==> src/rtl/line_tokenizer_macros.svh <==
// Assertion helpers for the line tokenizer.
`ifndef LINE_TOKENIZER_MACROS_SVH
`define LINE_TOKENIZER_MACROS_SVH
`ifndef SYNTHESIS
`define LT_ASSERT_IMP(lbl, ante, cons) \
    lbl: assert property (@(posedge aclk) disable iff (!aresetn) (ante) |-> (cons)) \
        else $error("line_tokenizer: check failed");
`define LT_ASSERT_NEXT(lbl, ante, cons) \
    lbl: assert property (@(posedge aclk) disable iff (!aresetn) (ante) |=> (cons)) \
        else $error("line_tokenizer: check failed");
`else
`define LT_ASSERT_IMP(lbl, ante, cons)
`define LT_ASSERT_NEXT(lbl, ante, cons)
`endif
`endif

==> src/rtl/lt_pkg.sv <==
package lt_pkg;

    localparam int CHAR_W       = 8;
    localparam int POS_W        = 7;
    localparam int START_W      = 8;
    localparam int LEN_W        = 7;
    localparam int IDX_W        = 8;
    localparam int NUM_PUNCT    = 4;
    localparam int MAX_LINE_DEF = 127;
    localparam int RES_PER_ITEM = 3;
    localparam int FIFO_DEPTH   = 8;
    localparam int CFG_ADDR_W   = 3;
    localparam int MDATA_W      = 24;

    localparam logic [LEN_W-1:0]  WORD_LEN_MAX   = 7'd127;
    localparam logic [IDX_W-1:0]  MAX_TOKENS_RST = 8'd59;
    localparam logic [CHAR_W-1:0] PUNCT0_RST     = 8'd46;
    localparam logic [CHAR_W-1:0] PUNCT1_RST     = 8'd44;
    localparam logic [CHAR_W-1:0] PUNCT2_RST     = 8'd34;
    localparam logic [CHAR_W-1:0] PUNCT3_RST     = 8'd0;

    typedef enum logic [CFG_ADDR_W-1:0] {
        CFG_MAX_TOKENS = 3'd0,
        CFG_PUNCT_0    = 3'd1,
        CFG_PUNCT_1    = 3'd2,
        CFG_PUNCT_2    = 3'd3,
        CFG_PUNCT_3    = 3'd4
    } cfg_reg_e;

    typedef enum logic {
        KIND_TOKEN = 1'b0,
        KIND_EOL   = 1'b1
    } rec_kind_e;

    typedef struct packed {
        rec_kind_e           kind;
        logic                dropped;
        logic [IDX_W-1:0]    index;
        logic [LEN_W-1:0]    length;
        logic [START_W-1:0]  start;
    } rec_t;

    // fixed separators: NUL, space, tab, newline, form feed, period, comma, question mark
    function automatic logic is_sep(input logic [CHAR_W-1:0] c);
        logic r;
        case (c)
            8'h00, 8'h20, 8'h09, 8'h0A, 8'h0C, 8'h2E, 8'h2C, 8'h3F: r = 1'b1;
            default: r = 1'b0;
        endcase
        return r;
    endfunction

endpackage

==> src/rtl/line_tokenizer.sv <==
// line_tokenizer: splits a text line, one character per request, into tokens.
// Input channel s_*: tdata = character, tlast = final character of the line.
// Config channel cfg_*: cfg_addr 0 = max_tokens, 1..4 = punctuation list;
//   write only while the block is idle. cfg_ready is always high.
// Result channel m_*: one request per token, then an end record (tuser = 1,
//   tlast = 1) that carries the stored token count in token_index.
// Each character is classified and the tokenizer state updated in the cycle
// it is accepted; the up to three results it causes are pushed into an
// 8-entry result queue whose head drives m_*. Results are registered in the
// queue before they reach m_*. Throughput is one character per cycle while
// the queue has room for three results; s_tready drops when fewer slots are
// free, so characters that yield several results wait for the queue to drain.
// When the receiver stalls, results wait in the queue and input is held off
// once it nears full. Synchronous active-low reset clears the line state,
// empties the queue and restores the configuration defaults.
`include "line_tokenizer_macros.svh"

module line_tokenizer #(
    parameter int MAX_LINE = lt_pkg::MAX_LINE_DEF
) (
    input  logic                            aclk,
    input  logic                            aresetn,
    input  logic                            s_tvalid,
    output logic                            s_tready,
    input  logic [lt_pkg::CHAR_W-1:0]       s_tdata,   // [7:0] character
    input  logic                            s_tlast,   // line_end
    input  logic                            cfg_valid,
    output logic                            cfg_ready,
    input  logic [lt_pkg::CFG_ADDR_W-1:0]   cfg_addr,
    input  logic [lt_pkg::CHAR_W-1:0]       cfg_data,
    output logic                            m_tvalid,
    input  logic                            m_tready,
    // [7:0] token_start, [14:8] tok_len, [22:15] token_index, [23] dropped
    output logic [lt_pkg::MDATA_W-1:0]      m_tdata,
    output logic                            m_tuser,   // kind
    output logic                            m_tlast    // last
);

    localparam int PTR_W = $clog2(lt_pkg::FIFO_DEPTH);
    localparam int CNT_W = PTR_W + 1;
    localparam logic [lt_pkg::POS_W-1:0] LINE_LIMIT = lt_pkg::POS_W'(MAX_LINE);
    localparam logic [CNT_W-1:0] ROOM_LIMIT =
        CNT_W'(lt_pkg::FIFO_DEPTH - lt_pkg::RES_PER_ITEM);

    // configuration
    logic [lt_pkg::IDX_W-1:0]  max_tokens_reg;
    logic [lt_pkg::CHAR_W-1:0] punct_reg [lt_pkg::NUM_PUNCT];

    // line state
    logic                        in_word_reg, in_word_next;
    logic [lt_pkg::START_W-1:0]  word_start_reg, word_start_next;
    logic [lt_pkg::LEN_W-1:0]    word_len_reg, word_len_next;
    logic [lt_pkg::POS_W-1:0]    pos_reg, pos_next;
    logic [lt_pkg::IDX_W-1:0]    tok_cnt_reg, tok_cnt_next;

    // result queue
    lt_pkg::rec_t      fifo_reg [lt_pkg::FIFO_DEPTH];
    logic [PTR_W-1:0]  wr_ptr_reg, wr_ptr_next;
    logic [PTR_W-1:0]  rd_ptr_reg, rd_ptr_next;
    logic [CNT_W-1:0]  fill_reg, fill_next;

    logic                        s_req, m_req;
    logic                        active, hit_punct, hit_sep, word_mid;
    logic [lt_pkg::START_W-1:0]  offset;
    logic [lt_pkg::START_W-1:0]  start_mid;
    logic [lt_pkg::LEN_W-1:0]    len_mid;
    logic                        fire_w, fire_b;
    logic                        drop_w, drop_b;
    logic [lt_pkg::IDX_W-1:0]    cnt1, cnt2;
    lt_pkg::rec_t                rec_w, rec_b, rec_e;
    lt_pkg::rec_t                recs [lt_pkg::RES_PER_ITEM];
    logic [1:0]                  n_push;
    lt_pkg::rec_t                head;

    assign s_req     = s_tvalid && s_tready;
    assign m_req     = m_tvalid && m_tready;
    assign cfg_ready = 1'b1;
    assign s_tready  = (fill_reg <= ROOM_LIMIT);

    always_ff @(posedge aclk) begin
        if (!aresetn) begin
            max_tokens_reg <= lt_pkg::MAX_TOKENS_RST;
            punct_reg[0]   <= lt_pkg::PUNCT0_RST;
            punct_reg[1]   <= lt_pkg::PUNCT1_RST;
            punct_reg[2]   <= lt_pkg::PUNCT2_RST;
            punct_reg[3]   <= lt_pkg::PUNCT3_RST;
        end else if (cfg_valid && cfg_ready) begin
            case (cfg_addr)
                lt_pkg::CFG_MAX_TOKENS: max_tokens_reg <= cfg_data;
                lt_pkg::CFG_PUNCT_0:    punct_reg[0]   <= cfg_data;
                lt_pkg::CFG_PUNCT_1:    punct_reg[1]   <= cfg_data;
                lt_pkg::CFG_PUNCT_2:    punct_reg[2]   <= cfg_data;
                lt_pkg::CFG_PUNCT_3:    punct_reg[3]   <= cfg_data;
                default: ;
            endcase
        end
    end

    // classification: punctuation list ends at its first zero entry
    always_comb begin
        hit_punct = 1'b0;
        if (punct_reg[0] != '0) begin
            if (s_tdata == punct_reg[0]) hit_punct = 1'b1;
            if (punct_reg[1] != '0) begin
                if (s_tdata == punct_reg[1]) hit_punct = 1'b1;
                if (punct_reg[2] != '0) begin
                    if (s_tdata == punct_reg[2]) hit_punct = 1'b1;
                    if (punct_reg[3] != '0 && s_tdata == punct_reg[3]) hit_punct = 1'b1;
                end
            end
        end
    end

    assign hit_sep = lt_pkg::is_sep(s_tdata);
    assign active  = (pos_reg < LINE_LIMIT);
    assign offset  = lt_pkg::START_W'(pos_reg) + 1'b1;

    // word state after this character, before the line end is applied
    always_comb begin
        word_mid  = in_word_reg;
        start_mid = word_start_reg;
        len_mid   = word_len_reg;
        if (active) begin
            if (hit_punct || hit_sep) begin
                word_mid = 1'b0;
            end else if (!in_word_reg) begin
                word_mid  = 1'b1;
                start_mid = offset;
                len_mid   = lt_pkg::LEN_W'(1);
            end else if (word_len_reg < lt_pkg::WORD_LEN_MAX) begin
                len_mid = word_len_reg + 1'b1;
            end
        end
    end

    // word token closes on a separator/punctuation or at line end
    assign fire_w = (active && (hit_punct || hit_sep) && in_word_reg) ||
                    (s_tlast && word_mid);
    assign fire_b = active && hit_punct;

    assign drop_w = (tok_cnt_reg >= max_tokens_reg);
    assign cnt1   = (fire_w && !drop_w) ? tok_cnt_reg + 1'b1 : tok_cnt_reg;
    assign drop_b = (cnt1 >= max_tokens_reg);
    assign cnt2   = (fire_b && !drop_b) ? cnt1 + 1'b1 : cnt1;

    always_comb begin
        rec_w.kind    = lt_pkg::KIND_TOKEN;
        rec_w.dropped = drop_w;
        rec_w.index   = tok_cnt_reg;
        rec_w.length  = fire_b || !s_tlast || (active && (hit_punct || hit_sep)) ?
                        word_len_reg : len_mid;
        rec_w.start   = (active && (hit_punct || hit_sep)) ? word_start_reg : start_mid;
        rec_b.kind    = lt_pkg::KIND_TOKEN;
        rec_b.dropped = drop_b;
        rec_b.index   = cnt1;
        rec_b.length  = lt_pkg::LEN_W'(1);
        rec_b.start   = offset;
        rec_e.kind    = lt_pkg::KIND_EOL;
        rec_e.dropped = 1'b0;
        rec_e.index   = cnt2;
        rec_e.length  = '0;
        rec_e.start   = '0;
    end

    // compact the results of this character into consecutive slots
    always_comb begin
        recs[0] = rec_e;
        recs[1] = rec_e;
        recs[2] = rec_e;
        n_push  = 2'd0;
        if (s_req) begin
            if (fire_w) begin
                recs[n_push] = rec_w;
                n_push       = n_push + 1'b1;
            end
            if (fire_b) begin
                recs[n_push] = rec_b;
                n_push       = n_push + 1'b1;
            end
            if (s_tlast) begin
                recs[n_push] = rec_e;
                n_push       = n_push + 1'b1;
            end
        end
    end

    always_comb begin
        in_word_next    = in_word_reg;
        word_start_next = word_start_reg;
        word_len_next   = word_len_reg;
        pos_next        = pos_reg;
        tok_cnt_next    = tok_cnt_reg;
        if (s_req) begin
            word_start_next = start_mid;
            if (s_tlast) begin
                in_word_next  = 1'b0;
                word_len_next = '0;
                pos_next      = '0;
                tok_cnt_next  = '0;
            end else begin
                in_word_next  = word_mid;
                word_len_next = len_mid;
                tok_cnt_next  = cnt2;
                if (active) pos_next = offset[lt_pkg::POS_W-1:0];
            end
        end
    end

    always_ff @(posedge aclk) begin
        if (!aresetn) begin
            in_word_reg  <= 1'b0;
            word_len_reg <= '0;
            pos_reg      <= '0;
            tok_cnt_reg  <= '0;
        end else begin
            in_word_reg  <= in_word_next;
            word_len_reg <= word_len_next;
            pos_reg      <= pos_next;
            tok_cnt_reg  <= tok_cnt_next;
        end
    end

    always_ff @(posedge aclk) begin
        if (!aresetn) begin
            word_start_reg <= '0;
        end else begin
            word_start_reg <= word_start_next;
        end
    end

    // result queue
    always_comb begin
        wr_ptr_next = wr_ptr_reg + PTR_W'(n_push);
        rd_ptr_next = m_req ? rd_ptr_reg + 1'b1 : rd_ptr_reg;
        fill_next   = fill_reg + CNT_W'(n_push) - CNT_W'(m_req);
    end

    always_ff @(posedge aclk) begin
        if (!aresetn) begin
            wr_ptr_reg <= '0;
            rd_ptr_reg <= '0;
            fill_reg   <= '0;
        end else begin
            wr_ptr_reg <= wr_ptr_next;
            rd_ptr_reg <= rd_ptr_next;
            fill_reg   <= fill_next;
        end
    end

    always_ff @(posedge aclk) begin
        for (int i = 0; i < lt_pkg::RES_PER_ITEM; i++) begin
            if (i < int'(n_push)) begin
                fifo_reg[wr_ptr_reg + PTR_W'(i)] <= recs[i];
            end
        end
    end

    assign head     = fifo_reg[rd_ptr_reg];
    assign m_tvalid = (fill_reg != '0);
    assign m_tdata  = {head.dropped, head.index, head.length, head.start};
    assign m_tuser  = head.kind;
    assign m_tlast  = (head.kind == lt_pkg::KIND_EOL);

    `LT_ASSERT_IMP(a_fill_bound, 1'b1, fill_reg <= CNT_W'(lt_pkg::FIFO_DEPTH))
    `LT_ASSERT_NEXT(a_eol_clears, s_req && s_tlast, pos_reg == '0 && tok_cnt_reg == '0 && !in_word_reg)
    `LT_ASSERT_IMP(a_token_len, m_tvalid && !m_tuser, m_tdata[14:8] != '0 && m_tdata[7:0] != '0)
    `LT_ASSERT_IMP(a_no_overfill, s_req, fill_reg <= ROOM_LIMIT)

endmodule
==> config.mk <==
export PLATFORM = sky130hd
export DESIGN_NAME = line_tokenizer
export DESIGN_NICKNAME = d
export VERILOG_FILES = /design/src/rtl/lt_pkg.sv /design/src/rtl/line_tokenizer.sv
export VERILOG_INCLUDE_DIRS = /design/src /design/src/rtl
export SDC_FILE = /design/constraint.sdc
export NUM_CORES = 1
export LEC_CHECK = 0
export BUFFER_PORTS_ARGS = -buffer_cell sky130_fd_sc_hd__buf_2
export CORE_MARGIN = 2
export CORE_UTILIZATION = 41
export CTS_CLUSTER_DIAMETER = 40
export DETAILED_ROUTE_END_ITERATION = 7
export HOLD_SLACK_MARGIN = 0.06
export SETUP_SLACK_MARGIN = 0.02
export SLEW_MARGIN = 15
export SYNTH_ARGS = -nofsm -noshare
export SYNTH_HDL_FRONTEND = slang
export SYNTH_SLANG_ARGS = --single-unit
==> constraint.sdc <==
create_clock -name aclk -period 14.2 [get_ports aclk]
set_input_delay 2.13 -clock aclk [delete_from_list [all_inputs] [get_ports aclk]]
set_output_delay 2.13 -clock aclk [all_outputs]
set_load 0.03 [all_outputs]
==> flow_summary.ini <==
[place]
place_congestion = 0.954
dpl_worst_slack_ps = 5220
port_buffers = 52
hpwl_um = 32900
place_area_um2 = 16700

[sta]
maxSlewHeadroom_pct = 21.7
rsz0062_at_grt = no
whs_ps = 435
layout_min_cycle_time_ps = 8490
report.final.slew_viol_count = 0
setup_ws_ps = 5710
hold_viol_final = 0
fin_skew_ps = 36.9
tightest_slew_ps = 1170
fmaxAchievable_ghz = 0.118
setup_tns_ps = 0
fin_crit_sh_pct = 59.8
setup_viol = 0

[cts]
cts-resized-gates = 0
cts_made_buffers = 43
cts_sinks = 284
ctsHtreeMaxLevel = 2
root_buffer = clkbuf_16
clk_pin_slew_ps = 50
insertion_delay_ps = 600
postCtsSetupRepairBufs = 0
cts_buffer_depth = 3
hold_buffers = 0
cts_tree = yes

[global_route]
grt_pass1_vias = 12290
grt_overflow_total = 0
grt_max_degree = 51
antenna_found_initial = 0
grt_pass1_wl_um = 75200
top_usage_layer = met2
grt_util_met2_pct = 38.8
met1_usage_pct = 33.1
grt_util_met3_pct = 5.33
grt_usage_pct = 24.4

[synthesis]
yosysUniqueCellTypes = 84
synth_commonest_cells = edfxtp_1, nor2_1, nand2_1, clkbuf_1, o22ai_1
syn_area_per_cell_um2 = 11.0
netlist_area_um2 = 16000
ys.flop_type = edfxtp_1
synth_cells = 1447
seq_area_frac_synth_pct = 50.2
synth-edff-count = 232
yosys.area.top_type = edfxtp_1
syn_nets = 1506
synth_most_common_cell = edfxtp_1
yosys_warnings = 0
ys_seq_elements = 284
synth_top_area_share_pct = 43.7
async_reset_ff_share_pct = 0
yosys-top-cells-area = edfxtp_1, mux4_2, dfxtp_1, nor2_1, nand2_1

[floorplan]
io_pins = 54
num_rows = 72
core-area_um2 = 38600
die_area_um2 = 40500
start_util_pct = 41.4
die_h_um = 201
dieWidth_um = 201

[final_layout]
fillCellCount = 3600
drive_gt1_share_pct = 19.1
area_delta_synth_final_pct = 14.5
largest_register_ffs = 200
fin_area_um2 = 18300
final_nets = 1533
antenna-diode-count = 0

[worst_setup_path]
worst_setup_path_start_kind = primary input
path_class = in -> reg
crit_required_ps = 14480
slowest_delay_ps = 850
cp_max_fo = 13
crit_arrival_ps = 8770
endpoint_kind = register
critPathSlowestCell = a211oi_2
cp_cell_sequence = buf_2, xor2_1, nor4_1, nand3_1, o311ai_4, or4_4, a211oi_2, nand4_1, xor2_1, inv_1, ha_1, a21oi_1, o21ai_0, or2_2, nor2_1, and2_1, and2_1, nand2_2, xor2_2, o221ai_1

[run]
drv_cap = 0

[power]
power.density_nw_per_um2 = 154
peakVddDrop_v = 0.000138
p_leak_nw = 6.31

[routing]
drcViolationCount = 0
drt_iter0_drc = 1296
wl_per_cell_um = 24.1
vias = 12367
final_antenna_net_count = 0
first_pass_iters = 6
postRouteWirelength_um = 48800
viasPerCell = 6.11

[worst_hold_path]
hold_path.class = reg -> reg

[outcome]
outcome = complete, no violations
[worst max-delay path, delay by kind of cell]
family	cells	cell delay, ps
AO/OA/AOI/OAI	5	1620
AND/OR/NAND/NOR	9	2840
buffers and inverters	2	420
XOR/XNOR	3	1410
adder cells (fa/ha/maj)	1	350
[kinds of logic after synthesis]
logic type	synth area share [%]
mux	10.0
other cells	0.0235
fa+ha+maj	2.76
flops	50.2
xor+xnor	4.11
buf+inv	3.66
simple gates	14.8
compound gates	14.4
[power breakdown]
part	internal, mW	leakage (nW)	switching, mW
clock	0.710	0.742	0.413
sequential	0.986	2.53	0.0649
combinational	0.252	3.04	0.389
[layout make-up]
cell class / count / area, um2 / area share, %
multi-input combinational: 1022 / 7430 / 40.6
sequential: 284 / 8020 / 43.9
tap: 518 / 648 / 3.55
clock buffer: 46 / 1090 / 5.95
inverter: 41 / 154 / 0.842
clock inverter: 32 / 453 / 2.48
timing repair buffer: 82 / 485 / 2.66
[per-stage QoR]
stage / power (mW) / std cells / util (%)
floorplan: 1.52 / 1447 / -
global placement: 1.70 / 1947 / 43.4
detailed placement: 1.71 / 1947 / 43.4
CTS: 2.84 / 2025 / 47.4
global route: 2.93 / 2025 / 47.4
finish: 2.82 / 2025 / 47.4
[cell usage in the layout (no fill, tap or decap), types with 13 or more instances in the layout]
| cell | count |
|---|---|
| buf_4 | 30 |
| clkbuf_16 | 43 |
| mux4_2 | 50 |
| nand2b_1 | 16 |
| nand2_1 | 142 |
| nor2_1 | 156 |
| o21ai_0 | 54 |
| nand3_1 | 50 |
| mux2_2 | 29 |
| ha_1 | 32 |
| inv_1 | 40 |
| edfxtp_1 | 232 |
| nor4_1 | 19 |
| a22oi_1 | 13 |
| a21oi_1 | 49 |
| xor2_1 | 29 |
| buf_2 | 52 |
| or3_1 | 15 |
| o221ai_1 | 45 |
| and2_1 | 27 |
| nor3_1 | 29 |
| xnor2_1 | 29 |
| dfxtp_1 | 50 |
| o22ai_1 | 67 |
[path summary, 6_finish.rpt]
path / to / startpoint / cells past startpoint / slack (ps)
worst min-delay path: word_start_reg[7]$_SDFFE_PN0P_ / word_start_reg[7]$_SDFFE_PN0P_ / 2 / 440
worst min register to register: word_start_reg[7]$_SDFFE_PN0P_ / word_start_reg[7]$_SDFFE_PN0P_ / 2 / 440
worst max register to register: fifo_reg[5][19]$_DFFE_PP_ / tok_cnt_reg[4]$_SDFFE_PN0P_ / 19 / 6430
worst max-delay path: fifo_reg[5][19]$_DFFE_PP_ / s_tdata[2] / 20 / 5710
[routing by layer]
| metal | share of wire (%) | vias to the layer above |
|---|---|---|
| li1 | - | 5570 |
| met1 | 42 | 6092 |
| met2 | 47 | 586 |
| met3 | 8.6 | 119 |
| met4 | 3.3 | 0 |
| met5 | 0 | - |
(Power assumes the default switching activity.)
